===== config.mk =====
export PLATFORM = sky130hd
export DESIGN_NAME = ipv4_receive_header_checker_core
export DESIGN_NICKNAME = d
export VERILOG_FILES = /design/src/rtl/ipv4hc_pkg.sv /design/src/rtl/ipv4hc_front.sv /design/src/rtl/ipv4hc_queue.sv /design/src/rtl/ipv4hc_back.sv /design/src/rtl/ipv4_receive_header_checker_core.sv
export SDC_FILE = /design/constraint.sdc
export NUM_CORES = 1
export LEC_CHECK = 0
export BUFFER_PORTS_ARGS = -buffer_cell sky130_fd_sc_hd__buf_4
export CAP_MARGIN = 20
export CORE_ASPECT_RATIO = 0.8
export CORE_MARGIN = 8
export CORE_UTILIZATION = 65
export CTS_BUF_LIST = sky130_fd_sc_hd__clkbuf_8
export DETAILED_ROUTE_END_ITERATION = 8
export PLACE_DENSITY_LB_ADDON = 0.15
export SKIP_CTS_REPAIR_TIMING = 1
export SYNTH_ARGS = -nofsm -noshare
export SYNTH_HDL_FRONTEND = slang
export SYNTH_SLANG_ARGS = --single-unit

===== constraint.sdc =====
create_clock -name clk -period 19.8 [get_ports clk]
set_clock_uncertainty 0.1 [all_clocks]
set_input_delay 1.98 -clock clk [delete_from_list [all_inputs] [get_ports clk]]
set_output_delay 1.98 -clock clk [all_outputs]
set_load 0.02 [all_outputs]

===== src/rtl/ipv4hc_pkg.sv =====
// Shared types and constants for the IPv4 receive header checker.
package ipv4hc_pkg;

    localparam logic [5:0] MIN_HDR = 6'd20;
    localparam logic [7:0] OPT_TIMESTAMP = 8'd68;
    localparam logic [7:0] OPT_TS_MIN_LEN = 8'd12;
    localparam logic [0:0] REG_CHECKSUM_SOURCE = 1'b0;
    localparam logic [0:0] REG_STRICT_CHECKS = 1'b1;

    localparam logic [2:0] VERDICT_ACCEPT = 3'd0;
    localparam logic [2:0] VERDICT_SHORT = 3'd1;
    localparam logic [2:0] VERDICT_FRAGMENT = 3'd2;
    localparam logic [2:0] VERDICT_HDR_SMALL = 3'd3;
    localparam logic [2:0] VERDICT_TOTAL_LEN = 3'd4;
    localparam logic [2:0] VERDICT_NOT_V4 = 3'd5;
    localparam logic [2:0] VERDICT_BAD_OPTION = 3'd6;
    localparam logic [2:0] VERDICT_BAD_CSUM = 3'd7;

    localparam int QUEUE_DEPTH = 2;

    // Everything the front hands the back at the end of one packet.
    typedef struct packed {
        logic [15:0] length;
        logic [7:0]  version_and_ihl;
        logic [15:0] length_field;
        logic [15:0] flags_offset_word;
        logic [7:0]  protocol_field;
        logic [15:0] checksum_sum;
        logic        option_error;
        logic        timestamp_seen;
        logic [63:0] timestamp_value;
        logic        external_checksum_bad;
        logic        checksum_source;
        logic        strict_checks;
    } packet_summary_t;

    typedef struct packed {
        logic [2:0]  verdict;
        logic        counted;
        logic [7:0]  protocol_number;
        logic [1:0]  protocol_class;
        logic [5:0]  header_length;
        logic [15:0] ip_total_length;
        logic [15:0] payload_length;
        logic        reserved_bit_set;
        logic        timestamp_found;
        logic [63:0] timestamp_value;
    } verdict_beat_t;

endpackage


===== src/rtl/ipv4hc_front.sv =====
// Byte parser: captures header fields, sums the header and walks options.
module ipv4hc_front
    import ipv4hc_pkg::*;
(
    input  logic            clk,
    input  logic            rst_n,
    input  logic            beat_valid,
    input  logic [7:0]      data_byte,
    input  logic            last_byte,
    input  logic            external_checksum_bad,
    input  logic            checksum_source,
    input  logic            strict_checks,
    output logic            summary_valid,
    output packet_summary_t summary
);

    logic [15:0] pos_reg;
    logic [7:0]  vihl_reg;
    logic [15:0] len_reg;
    logic [15:0] flags_reg;
    logic [7:0]  proto_reg;
    logic [16:0] sum_reg;
    logic [7:0]  high_reg;
    logic [5:0]  opt_start_reg;
    logic [7:0]  opt_code_reg;
    logic [7:0]  opt_len_reg;
    logic        opt_err_reg;
    logic [63:0] ts_reg;
    logic        ts_seen_reg;

    logic [7:0]  vihl_next;
    logic [15:0] len_next;
    logic [15:0] flags_next;
    logic [7:0]  proto_next;
    logic [16:0] sum_next;
    logic [7:0]  high_next;
    logic [5:0]  opt_start_next;
    logic [7:0]  opt_code_next;
    logic [7:0]  opt_len_next;
    logic        opt_err_next;
    logic [63:0] ts_next;
    logic        ts_seen_next;
    logic [15:0] pos_next;

    logic [5:0]  hl;
    logic        in_hdr;
    logic [16:0] add;
    logic [15:0] rem_start;
    logic [15:0] rem_pos;
    logic [15:0] d;
    logic [2:0]  k;
    logic [5:0]  sh;

    always_comb
    begin
        vihl_next = vihl_reg;
        len_next = len_reg;
        flags_next = flags_reg;
        proto_next = proto_reg;
        unique case (pos_reg)
            16'd0: vihl_next = data_byte;
            16'd2: len_next = {data_byte, len_reg[7:0]};
            16'd3: len_next = {len_reg[15:8], data_byte};
            16'd6: flags_next = {data_byte, flags_reg[7:0]};
            16'd7: flags_next = {flags_reg[15:8], data_byte};
            16'd9: proto_next = data_byte;
            default: ;
        endcase
        hl = {vihl_next[3:0], 2'b00};
        in_hdr = pos_reg < {10'd0, hl};

        sum_next = sum_reg;
        high_next = high_reg;
        add = sum_reg + {1'b0, high_reg, data_byte};
        if (in_hdr)
        begin
            if (!pos_reg[0])
                high_next = data_byte;
            else
                sum_next = {1'b0, add[15:0]} + {16'd0, add[16]};
        end

        opt_start_next = opt_start_reg;
        opt_code_next = opt_code_reg;
        opt_len_next = opt_len_reg;
        opt_err_next = opt_err_reg;
        ts_next = ts_reg;
        ts_seen_next = ts_seen_reg;
        rem_pos = {10'd0, hl} - pos_reg;
        rem_start = {10'd0, hl} - {10'd0, opt_start_reg};
        d = pos_reg - ({10'd0, opt_start_reg} - {8'd0, opt_len_reg});
        k = d[2:0] - 3'd4;
        sh = k[2] ? {1'b1, ~k[1:0], 3'b000} : {1'b0, ~k[1:0], 3'b000};
        if (pos_reg >= {10'd0, MIN_HDR} && in_hdr && !opt_err_reg)
        begin
            if (pos_reg == {10'd0, opt_start_reg})
            begin
                if (rem_pos < 16'd4)
                    opt_err_next = 1'b1;
                else
                    opt_code_next = data_byte;
            end
            else if (pos_reg == {10'd0, opt_start_reg} + 16'd1)
            begin
                if (data_byte == 8'd0 || {8'd0, data_byte} > rem_start
                    || (opt_code_reg == OPT_TIMESTAMP && data_byte < OPT_TS_MIN_LEN))
                    opt_err_next = 1'b1;
                else
                begin
                    opt_len_next = data_byte;
                    opt_start_next = opt_start_reg + data_byte[5:0];
                    if (data_byte == 8'd1)
                    begin
                        if (rem_pos < 16'd4)
                            opt_err_next = 1'b1;
                        else
                            opt_code_next = data_byte;
                    end
                end
            end
            else if (pos_reg < {10'd0, opt_start_reg} && opt_code_reg == OPT_TIMESTAMP)
            begin
                if (d >= 16'd4 && d <= 16'd11)
                begin
                    ts_next = (ts_reg & ~(64'hFF << sh)) | ({56'd0, data_byte} << sh);
                    if (k == 3'd7)
                        ts_seen_next = 1'b1;
                end
            end
        end
        pos_next = (pos_reg != 16'hFFFF) ? pos_reg + 16'd1 : pos_reg;
    end

    always_ff @(posedge clk or negedge rst_n)
    begin
        if (!rst_n)
        begin
            pos_reg <= '0;
            vihl_reg <= '0;
            len_reg <= '0;
            flags_reg <= '0;
            proto_reg <= '0;
            sum_reg <= '0;
            high_reg <= '0;
            opt_start_reg <= MIN_HDR;
            opt_code_reg <= '0;
            opt_len_reg <= '0;
            opt_err_reg <= 1'b0;
            ts_reg <= '0;
            ts_seen_reg <= 1'b0;
            summary_valid <= 1'b0;
        end
        else
        begin
            summary_valid <= beat_valid && last_byte;
            if (beat_valid)
            begin
                if (last_byte)
                begin
                    pos_reg <= '0;
                    vihl_reg <= '0;
                    len_reg <= '0;
                    flags_reg <= '0;
                    proto_reg <= '0;
                    sum_reg <= '0;
                    high_reg <= '0;
                    opt_start_reg <= MIN_HDR;
                    opt_code_reg <= '0;
                    opt_len_reg <= '0;
                    opt_err_reg <= 1'b0;
                    ts_reg <= '0;
                    ts_seen_reg <= 1'b0;
                end
                else
                begin
                    pos_reg <= pos_next;
                    vihl_reg <= vihl_next;
                    len_reg <= len_next;
                    flags_reg <= flags_next;
                    proto_reg <= proto_next;
                    sum_reg <= sum_next;
                    high_reg <= high_next;
                    opt_start_reg <= opt_start_next;
                    opt_code_reg <= opt_code_next;
                    opt_len_reg <= opt_len_next;
                    opt_err_reg <= opt_err_next;
                    ts_reg <= ts_next;
                    ts_seen_reg <= ts_seen_next;
                end
            end
        end
    end

    always_ff @(posedge clk)
    begin
        if (beat_valid && last_byte)
        begin
            summary.length <= pos_next;
            summary.version_and_ihl <= vihl_next;
            summary.length_field <= len_next;
            summary.flags_offset_word <= flags_next;
            summary.protocol_field <= proto_next;
            summary.checksum_sum <= sum_next[15:0];
            summary.option_error <= opt_err_next;
            summary.timestamp_seen <= ts_seen_next;
            summary.timestamp_value <= ts_next;
            summary.external_checksum_bad <= external_checksum_bad;
            summary.checksum_source <= checksum_source;
            summary.strict_checks <= strict_checks;
        end
    end

endmodule


===== src/rtl/ipv4hc_queue.sv =====
// Small result queue between the verdict stage and the output interface.
module ipv4hc_queue
    import ipv4hc_pkg::*;
(
    input  logic          clk,
    input  logic          rst_n,
    input  logic          wr_en,
    input  verdict_beat_t wr_data,
    input  logic          rd_en,
    output logic          empty,
    output logic          full,
    output verdict_beat_t rd_data
);

    verdict_beat_t mem [QUEUE_DEPTH];
    logic [0:0] wr_ptr_reg;
    logic [0:0] rd_ptr_reg;
    logic [1:0] count_reg;

    assign empty = (count_reg == 2'd0);
    assign full = (count_reg == 2'd2);
    assign rd_data = mem[rd_ptr_reg];

    always_ff @(posedge clk)
    begin
        if (wr_en)
            mem[wr_ptr_reg] <= wr_data;
    end

    always_ff @(posedge clk or negedge rst_n)
    begin
        if (!rst_n)
        begin
            wr_ptr_reg <= '0;
            rd_ptr_reg <= '0;
            count_reg <= '0;
        end
        else
        begin
            if (wr_en)
                wr_ptr_reg <= wr_ptr_reg + 1'b1;
            if (rd_en)
                rd_ptr_reg <= rd_ptr_reg + 1'b1;
            count_reg <= count_reg + {1'b0, wr_en} - {1'b0, rd_en};
        end
    end

endmodule


===== src/rtl/ipv4hc_back.sv =====
// Verdict stage: runs the ordered checks on a finished packet summary.
module ipv4hc_back
    import ipv4hc_pkg::*;
(
    input  packet_summary_t summary,
    output verdict_beat_t   beat
);

    logic [5:0]  hl;
    logic [2:0]  verdict;
    logic        counted;
    logic        reached;
    logic        csum_bad;
    packet_summary_t s;

    always_comb
    begin
        s = summary;
        hl = {s.version_and_ihl[3:0], 2'b00};
        csum_bad = s.checksum_source ? s.external_checksum_bad
                                     : (s.checksum_sum != 16'hFFFF);
        counted = 1'b0;
        if (s.flags_offset_word[13] || s.flags_offset_word[12:0] != 13'd0)
            verdict = VERDICT_FRAGMENT;
        else
        begin
            counted = 1'b1;
            if (s.length < {10'd0, hl})
                verdict = VERDICT_SHORT;
            else if (hl < MIN_HDR)
                verdict = VERDICT_HDR_SMALL;
            else if (s.length_field < {10'd0, hl} || s.length_field > s.length)
                verdict = VERDICT_TOTAL_LEN;
            else if (s.strict_checks && s.version_and_ihl[7:4] != 4'd4)
                verdict = VERDICT_NOT_V4;
            else if (s.option_error)
                verdict = VERDICT_BAD_OPTION;
            else if (csum_bad)
                verdict = VERDICT_BAD_CSUM;
            else
                verdict = VERDICT_ACCEPT;
        end
        reached = (verdict == VERDICT_ACCEPT) || (verdict == VERDICT_BAD_OPTION)
                  || (verdict == VERDICT_BAD_CSUM);

        beat = '0;
        if (s.length < {10'd0, MIN_HDR})
            beat.verdict = VERDICT_SHORT;
        else
        begin
            beat.verdict = verdict;
            beat.counted = counted;
            beat.protocol_number = s.protocol_field;
            case (s.protocol_field)
                8'd6: beat.protocol_class = 2'd0;
                8'd17: beat.protocol_class = 2'd1;
                8'd1: beat.protocol_class = 2'd2;
                default: beat.protocol_class = 2'd3;
            endcase
            beat.header_length = hl;
            beat.ip_total_length = s.length_field;
            beat.payload_length = (verdict == VERDICT_ACCEPT)
                                  ? s.length_field - {10'd0, hl} : 16'd0;
            beat.reserved_bit_set = reached && s.strict_checks && s.flags_offset_word[15];
            beat.timestamp_found = reached && s.timestamp_seen;
            beat.timestamp_value = (reached && s.timestamp_seen) ? s.timestamp_value : 64'd0;
        end
    end

endmodule


===== src/rtl/ipv4_receive_header_checker_core.sv =====
// Top level of the IPv4 receive header checker.
//
// Usage: packet bytes enter as beats on the input queue interface (push,
// full), one byte per beat starting at the first IPv4 header byte, with
// last_byte high on the final beat. One verdict beat per packet appears
// on the output queue interface (empty, pop) and stays until popped.
// The parser takes one byte per cycle while full is low, with no gaps
// between packets. The last byte of a packet is registered as a summary,
// judged in the next cycle and written into a two-entry result queue,
// whose head drives the verdict outputs. When the receiver stalls,
// the queue fills; full rises once the queue and the summary stage could
// not take another verdict, and pushes are held off until pop frees room.
// Configuration writes (cfg_write, cfg_index, cfg_data) take effect on
// the next cycle and are meant only while the block is idle.
// Reset clears the parser to the start of a packet, empties the queue
// and sets checksum_source and strict_checks to 1.
module ipv4_receive_header_checker_core
    import ipv4hc_pkg::*;
(
    input  logic        clk,
    input  logic        rst_n,
    input  logic        push,
    output logic        full,
    input  logic [7:0]  data_byte,
    input  logic        last_byte,
    input  logic        external_checksum_bad,
    output logic        empty,
    input  logic        pop,
    output logic [2:0]  verdict,
    output logic        counted,
    output logic [7:0]  protocol_number,
    output logic [1:0]  protocol_class,
    output logic [5:0]  header_length,
    output logic [15:0] ip_total_length,
    output logic [15:0] payload_length,
    output logic        reserved_bit_set,
    output logic        timestamp_found,
    output logic [63:0] timestamp_value,
    input  logic        cfg_write,
    input  logic        cfg_index,
    input  logic        cfg_data
);

    logic            checksum_source_reg;
    logic            strict_checks_reg;
    logic            accept;
    logic            summary_valid;
    packet_summary_t summary;
    verdict_beat_t   judged;
    verdict_beat_t   head;
    logic            q_empty;
    logic            q_full;
    logic            q_pop;

    // Stall pushes while the queue is full, or while a summary is in flight and
    // the queue has no room left behind it; a single free slot covers the in-flight one.
    assign full = q_full || (summary_valid && !q_empty && !q_pop);
    assign accept = push && !full;
    assign empty = q_empty;
    assign q_pop = pop && !q_empty;

    always_ff @(posedge clk or negedge rst_n)
    begin
        if (!rst_n)
        begin
            checksum_source_reg <= 1'b1;
            strict_checks_reg <= 1'b1;
        end
        else if (cfg_write)
        begin
            if (cfg_index == REG_CHECKSUM_SOURCE)
                checksum_source_reg <= cfg_data;
            else if (cfg_index == REG_STRICT_CHECKS)
                strict_checks_reg <= cfg_data;
        end
    end

    ipv4hc_front u_front (
        .clk                   (clk),
        .rst_n                 (rst_n),
        .beat_valid            (accept),
        .data_byte             (data_byte),
        .last_byte             (last_byte),
        .external_checksum_bad (external_checksum_bad),
        .checksum_source       (checksum_source_reg),
        .strict_checks         (strict_checks_reg),
        .summary_valid         (summary_valid),
        .summary               (summary)
    );

    ipv4hc_back u_back (
        .summary (summary),
        .beat    (judged)
    );

    ipv4hc_queue u_queue (
        .clk     (clk),
        .rst_n   (rst_n),
        .wr_en   (summary_valid),
        .wr_data (judged),
        .rd_en   (q_pop),
        .empty   (q_empty),
        .full    (q_full),
        .rd_data (head)
    );

    assign verdict = head.verdict;
    assign counted = head.counted;
    assign protocol_number = head.protocol_number;
    assign protocol_class = head.protocol_class;
    assign header_length = head.header_length;
    assign ip_total_length = head.ip_total_length;
    assign payload_length = head.payload_length;
    assign reserved_bit_set = head.reserved_bit_set;
    assign timestamp_found = head.timestamp_found;
    assign timestamp_value = head.timestamp_value;

endmodule


---- Word-level counts from Yosys, hierarchy flattened ----
Memory sizes are Yosys's and may differ from the RTL's.
Cells that the tools add are included.
word-level totals
  bits in registers ....................... 333
  memories ................................ 1
  memory bits (writable) .................. 236
operators by class
  shift operators ......................... 2
  eq/ne operators ......................... 23
  muxes and demuxes ....................... 70
  order comparisons ....................... 13
  $add $sub $neg .......................... 15
  bitwise gates (word level) .............. 5
  reductions and logical operators ........ 42
memory list
  memory       words  bits a word  rd ports  clocked after memory_dff  write ports  RTL line            RTL
  u_queue.mem  2      118          1         0                         1            ipv4hc_queue.sv:15  verdict_beat_t mem [QUEUE_DEPTH];
operator list
  operator                                          count
  2-to-1 mux 64 bit                                 7
  2-to-1 mux 8 bit                                  19
  2-to-1 mux 115 bit                                1
  2-to-1 mux 16 bit                                 5
  bitwise AND 64 bit                                1
  < comparator 16 x 6 -> 1 bit                      4
  inverter 64 bit                                   1
  OR 64 bit                                         1
  case mux 16 bit (2 select lines)                  2
  left shift 8 x 6 -> 64 bit                        1
  left shift 8 x 6 -> 64 bit, first input constant  1
  2-to-1 mux 17 bit                                 3
  2-to-1 mux 6 bit                                  6
  == test 16 x 2 -> 1 bit, second input constant    2
  == test 16 x 3 -> 1 bit, second input constant    2
  != test 16 bit, second input constant             2
  2-to-1 mux 3 bit                                  8
  2-to-1 mux 1 bit                                  18
  adder 16 x 1 -> 17 bit                            1
  adder 17 x 16 -> 17 bit                           1
  adder 16 x 1 -> 16 bit, second input constant     1
  == test 16 bit                                    1
  == test 16 x 4 -> 1 bit, second input constant    1
  == test 16 x 6 -> 1 bit                           1
  45 further kinds                                  80

---- Logic depth before layout (Yosys ltp) ----
  depth in word-level cells ............... 15
  gate-level depth with buffers ........... 25

---- Cells and area by module ----
From an unflattened synthesis, not the netlist that was laid out.
unflattened totals
  cells, all modules ...................... 2385
  area total of the unflattened synthesis .. 28552.4 um^2
by module, submodules not included
  module                            times used  cells an instance  area each (um^2)  seq. area each (um^2)
  ipv4hc_front                      1           1705               17797.1           8931.1
  ipv4hc_queue                      1           382                8754.6            7186.9
  ipv4hc_back                       1           288                1884.3            0.0
  ipv4_receive_header_checker_core  1           10                 116.4             52.6

---- Worst setup path after synthesis ----
OpenSTA, ideal clock, no wires.
  path kind ............................... input to register
  from .................................... input port pop
  to ...................................... register u_front.summary[0] (netlist name)
  path slack .............................. 13428 ps
  cell stages on the path ................. 7
  setup time .............................. 501 ps
  arrival time ............................ 5771 ps
  cells stage by stage .................... nor3b_1 a21oi_1 and2_0 clkbuf_1 nand2_1 clkbuf_1 inv_1
between the ends
  word-level cells in the longest chain between the ends .. 7
RTL lines
  item               RTL line                                RTL
  from (decl)        ipv4_receive_header_checker_core.sv:28  input logic pop,
  logical AND 1 bit  ipv4_receive_header_checker_core.sv:60  assign q_pop = pop && !q_empty;
  zero test 1 bit    ipv4_receive_header_checker_core.sv:57  assign full = q_full || (summary_valid && !q_empty && !q_pop);
  logical AND 1 bit  ipv4_receive_header_checker_core.sv:57
  logical OR 1 bit   ipv4_receive_header_checker_core.sv:57
  zero test 1 bit    ipv4_receive_header_checker_core.sv:58  assign accept = push && !full;
  logical AND 1 bit  ipv4_receive_header_checker_core.sv:58
  logical AND 1 bit  ipv4hc_front.sv:196                     if (beat_valid && last_byte)
Every way passes these cells.
A chain may end at the register's enable or synchronous reset.

---- Worst setup path in the final report ----
  from .................................... register u_front.pos_reg[9]
  to ...................................... register u_front.opt_code_reg[3]
between the ends
  word-level cells in the longest chain between the ends .. 11
RTL lines
  item                            RTL line                                 RTL
  from (decl)                     ipv4hc_front.sv:17                       logic [15:0] pos_reg;
  from (signal assigned)          ipv4hc_front.sv:176                      pos_reg <= pos_next;
  zero test 16 bit *              ipv4hc_front.sv:60                       unique case (pos_reg)
  2-to-1 mux 8 bit *              ipv4hc_front.sv:60
  net u_front.vihl_next[0]        ipv4hc_front.sv:31                       logic [7:0] vihl_next;
  subtractor 6 x 16 -> 16 bit     ipv4hc_front.sv:89                       rem_pos = {10'd0, hl} - pos_reg;
  < comparator 16 x 3 -> 1 bit    ipv4hc_front.sv:98, ipv4hc_front.sv:114
  2-to-1 mux 8 bit (4 in series)  n/a
  2-to-1 mux 8 bit                ipv4hc_front.sv:96                       if (pos_reg == {10'd0, opt_start_reg})
  2-to-1 mux 8 bit                ipv4hc_front.sv:94                       if (pos_reg >= {10'd0, MIN_HDR} && in_hdr && !opt_err_reg)
  2-to-1 mux 8 bit                ipv4hc_front.sv:158                      if (last_byte)
  to (signal assigned)            ipv4hc_front.sv:184                      opt_code_reg <= opt_code_next;
  to (decl)                       ipv4hc_front.sv:25                       logic [7:0] opt_code_reg;
The timed path passes the listed nets; every way through them passes the cells marked *. The select of a mux whose other input is x is not followed.

==> tab_implementation.tex <==
\begin{tabular}{lr}
\hline
Metric & Value \\
\hline
\multicolumn{2}{l}{\textbf{STA}} \\
Ratio of final minimum period to clock period & 0.348 \\
Setup violators final & 0 \\
Final Hold Viols & 0 \\
Time the final worst path needs with I/O delays and setup & 6.89 ns \\
Worst-case headroom to the max-slew limit & 0.184 \\
Setup repair after global routing missed its margin & no \\
Pin slew with the least headroom to its limit & 1.22 ns \\
Setup WS post-layout & 12.91 ns \\
Max frequency & 145 MHz \\
Max-slew violations & 0 \\
Final setup TNS & 0 ns \\
\multicolumn{2}{l}{\textbf{Synthesis}} \\
Commonest cells in the synthesized netlist & sky130\_fd\_sc\_hd\_\_edfxtp\_1 (380), sky130\_fd\_sc\_hd\_\_mux2\_2 (199), sky130\_fd\_sc\_hd\_\_dfrtp\_1 (179) \\
Asr flop ratio synth & 0.325 \\
Most common flop cell mapped by yosys & sky130\_fd\_sc\_hd\_\_edfxtp\_1 \\
Top area cells in the synthesized netlist & sky130\_fd\_sc\_hd\_\_edfxtp\_1 (41\%), sky130\_fd\_sc\_hd\_\_dfrtp\_1 (16\%), sky130\_fd\_sc\_hd\_\_mux2\_2 (8.0\%) \\
Cell variety after synth & 74 \\
Fraction of post-synthesis cell area in the top cell type by area & 0.410 \\
Number of synthesized register bits & 563 \\
Part of the Yosys area used for sequential elements & 0.574 \\
Cell taking the most area after synthesis & sky130\_fd\_sc\_hd\_\_edfxtp\_1 \\
Most instantiated library cell after synthesis & sky130\_fd\_sc\_hd\_\_edfxtp\_1 \\
Number of warnings reported in the yosys synthesis log & 0 \\
Avg Cell Area, Syn & 12.6 µm² \\
Number of enable flip-flop cells after synthesis & 380 \\
Cell area after synthesis & 0.0279 mm² \\
Gate count after technology mapping & 2211 \\
\multicolumn{2}{l}{\textbf{Status}} \\
Result of the run & complete, no violations \\
\multicolumn{2}{l}{\textbf{Setup path}} \\
Length in cells of the worst reg-to-reg path & 21 \\
Critical setup path kind & register to register \\
Startpoint of the worst-slack reg-to-reg timing path & u\_front.pos\_reg[9]\$\_DFFE\_PN0P\_ \\
Required arrival time at the worst endpoint & 20.29 ns \\
Data arrival at the endpoint of the critical path & 7.38 ns \\
Biggest cell delay along the critical path & 0.60 ns \\
Critical Path End Type & register \\
Biggest fanout along the worst timing path & 14 \\
Reg-to-Reg End & u\_front.opt\_code\_reg[3]\$\_DFFE\_PN0P\_ \\
Cell chain of the critical path & or3\_1 > or4\_4 > or4\_1 > nand2b\_1 > nor2\_1 > nand2\_1 > o21ai\_0 > ha\_1 > and3\_1 > o21ai\_0 > nand2b\_1 > a21oi\_1 > xor2\_1 > ha\_1 > a21o\_1 > a21oi\_1 > o31ai\_1 > a32o\_1 > or3\_1 > a221oi\_4 > mux2i\_1 \\
CP max-delay cell & sky130\_fd\_sc\_hd\_\_a221oi\_4 \\
Startpoint class of the critical path & register \\
Slack of the worst reg-to-reg path & 12.91 ns \\
\multicolumn{2}{l}{\textbf{Global routing}} \\
Number of antenna violations at the first check in global routing & 1 \\
Largest net degree at the start of global routing & 96 \\
Via count of the first global-routing pass & 18.6k \\
Total global routing track utilization & 0.262 \\
Total congestion overflow & 0 \\
First-pass GRT wire length & 104000 µm \\
\multicolumn{2}{l}{\textbf{Floorplanning}} \\
Number of primary I/O pins & 137 \\
Die area & 0.0498 mm² \\
DIE WIDTH & 247 µm \\
Starting density of the core & 0.652 \\
Site row count & 68 \\
Standard cell core area & 0.0427 mm² \\
Vertical extent of the die & 201 µm \\
\multicolumn{2}{l}{\textbf{Finish}} \\
Final design utilization & 0.727 \\
Fraction of final layout cells with drive strength greater than 1 & 0.216 \\
Number of flip-flops in the largest register & 232 \\
Number of filler cells placed in the layout & 2849 \\
Area used by sequential logic in the layout & 0.0160 mm² \\
Number of nets in the layout & 2448 \\
Area grow syn2layout & 11.5\% \\
Area of combinational cells with multiple inputs & 0.0111 mm² \\
Design Area, Final & 0.0311 mm² \\
\multicolumn{2}{l}{\textbf{Clock network}} \\
CTS H-tree depth & 3 \\
Clock tree from TritonCTS & done \\
Clock network latency to the later pin of the worst-skew pair & 0.70 ns \\
Clock-pin slew of the registers on the worst-case setup and hold paths & 0.06 ns \\
TritonCTS sink count & 563 \\
Buffer depth of the longest clock path & 3 \\
Buffer type at the clock tree root & sky130\_fd\_sc\_hd\_\_clkbuf\_8 \\
Number of buffers added by the clock tree synthesis step & 87 \\
\multicolumn{2}{l}{\textbf{Hold path}} \\
Hold Path Sink & u\_front.ts\_reg[8]\$\_DFFE\_PN0P\_ \\
Hold-critical path depth & 2 \\
Startpoint of the most critical hold path & u\_front.ts\_reg[8]\$\_DFFE\_PN0P\_ \\
Path class of the lowest-slack min-delay path & register to register \\
\multicolumn{2}{l}{\textbf{Route}} \\
ANT nets after route & 0 \\
DRT Pass-1 Iters & 7 \\
Number of DRC violations after detailed routing & 0 \\
Wire per inst & 22.0 µm \\
Length of routed met3 wiring & 4820 µm \\
Routed length on met1 & 28700 µm \\
Met2 routed wirelength & 30300 µm \\
Total number of vias & 18.7k \\
Number of DRC markers after the initial detailed-route iteration & 1532 \\
Highest routed metal layer & met5 \\
Routed wire length & 65200 µm \\
Via/cell ratio & 6.31 \\
\multicolumn{2}{l}{\textbf{Place}} \\
Minimum setup slack after placement & 12.74 ns \\
Global placement routability congestion & 0.941 \\
Number of I/O port buffers & 134 \\
Post-DP Area & 0.0292 mm² \\
Post-DP HPWL & 41500 µm \\
\multicolumn{2}{l}{\textbf{Power and ir drop}} \\
Static leakage & 12.6 nW \\
Power density relative to cell area & 135 mW/mm² \\
Worst IR Drop VDD & 96.1 µV \\
\multicolumn{2}{l}{\textbf{Job}} \\
Maximum Capacitance Violations & 0 \\
\hline
\end{tabular}
-- metrics by stage --
step	hold slack, ns	total power, mW	std cells
2_1_floorplan	0.349	2.78	2212
3_3_place_gp	0.366	3.20	2792
3_5_place_dp	0.375	3.25	2792
4_1_cts	0.391	4.20	2953
5_1_grt	0.424	4.43	2960
6_report	0.389	4.20	2961
-- how the worst max path moves through the flow --
stage / startpoint / to / slack (ns) / cells past startpoint
after floorplan: pop / u_front.summary[0]$_DFFE_PP_ / 13.43 / 7
after global placement: u_front.pos_reg[9]$_DFFE_PN0P_ / u_front.summary[64]$_DFFE_PP_ / 13.01 / 16
after detailed placement: u_front.pos_reg[9]$_DFFE_PN0P_ / u_front.summary[28]$_DFFE_PP_ / 12.74 / 16
after CTS: u_front.pos_reg[9]$_DFFE_PN0P_ / u_front.summary[60]$_DFFE_PP_ / 12.69 / 16
after global routing: u_front.pos_reg[9]$_DFFE_PN0P_ / u_front.opt_code_reg[3]$_DFFE_PN0P_ / 12.51 / 21
final: u_front.pos_reg[9]$_DFFE_PN0P_ / u_front.opt_code_reg[3]$_DFFE_PN0P_ / 12.91 / 21
-- cell usage in the layout (no fill, tap or decap), types with 13 or more instances in the layout --
| cell | Yosys | final |
|---|---|---|
| sky130_fd_sc_hd__edfxtp_1 | 380 | 380 |
| sky130_fd_sc_hd__mux2_2 | 199 | 199 |
| sky130_fd_sc_hd__dfrtp_1 | 179 | 178 |
| sky130_fd_sc_hd__nand2_1 | 165 | 164 |
| sky130_fd_sc_hd__buf_4 | 9 | 153 |
| sky130_fd_sc_hd__inv_1 | 68 | 104 |
| sky130_fd_sc_hd__clkbuf_8 | 0 | 100 |
| sky130_fd_sc_hd__ha_1 | 98 | 98 |
| sky130_fd_sc_hd__nor2_1 | 90 | 88 |
| sky130_fd_sc_hd__o21ai_0 | 88 | 88 |
| sky130_fd_sc_hd__a22o_1 | 86 | 86 |
| sky130_fd_sc_hd__and2_1 | 69 | 68 |
| sky130_fd_sc_hd__nor3b_1 | 66 | 66 |
| sky130_fd_sc_hd__a21oi_1 | 62 | 62 |
| sky130_fd_sc_hd__a221o_1 | 59 | 59 |
| sky130_fd_sc_hd__xnor2_1 | 52 | 51 |
| sky130_fd_sc_hd__nor2b_1 | 47 | 46 |
| sky130_fd_sc_hd__xor2_1 | 34 | 34 |
| sky130_fd_sc_hd__nand3_1 | 33 | 33 |
| sky130_fd_sc_hd__nand4_1 | 23 | 23 |
| sky130_fd_sc_hd__and3_1 | 22 | 22 |
| sky130_fd_sc_hd__nor4_1 | 22 | 21 |
| sky130_fd_sc_hd__a21o_1 | 20 | 20 |
| sky130_fd_sc_hd__mux2i_1 | 19 | 19 |
| sky130_fd_sc_hd__nor3_1 | 17 | 17 |
| sky130_fd_sc_hd__o21a_1 | 13 | 13 |
| sky130_fd_sc_hd__a31oi_1 | 13 | 13 |
-- power breakdown --
part | internal [mW] | leakage, nW | switching, mW
combinational | 0.672 | 5.50 | 1.00
sequential | 1.45 | 6.03 | 0.116
clock | 0.502 | 1.02 | 0.451
-- kinds of logic (layout without fill, tap and decap cells) --
group / after synthesis / after routing / share of synthesized area
other: 1 / 3 / 0.000135
flip-flops: 563 / 563 / 0.574
buffers and inverters: 202 / 390 / 0.0292
multiplexers: 218 / 218 / 0.0873
XOR/XNOR: 86 / 86 / 0.0270
AO/OA/AOI/OAI: 414 / 414 / 0.109
adder cells (fa/ha/maj): 103 / 103 / 0.0476
AND/OR/NAND/NOR: 624 / 624 / 0.126
-- worst max-delay path: cells and delay by family, from the launching register on --
| kind | cells | cell delay [ns] |
|---|---|---|
| simple gates | 9 | 3.01 |
| compound gates | 8 | 2.21 |
| fa+ha+maj | 2 | 0.56 |
| flops | 1 | 0.55 |
| mux | 1 | 0.28 |
| xor+xnor | 1 | 0.09 |
-- cell type report --
cell class	instances	area share
tap	560	0.0226
multi-input combinational	1447	0.358
timing repair buffer	161	0.0405
sequential	563	0.515
clock inverter	61	0.0113
clock buffer	100	0.0443
inverter	68	0.00838
antenna	1	0.0000806
-- metal layers --
metal / GRT usage / vias to the layer above
met4: 0.0714 / 2
met2: 0.402 / 691
met5: 0 / -
li1: - / 8542
met3: 0.0557 / 119
met1: 0.376 / 9320
(Power assumes the default switching activity.)
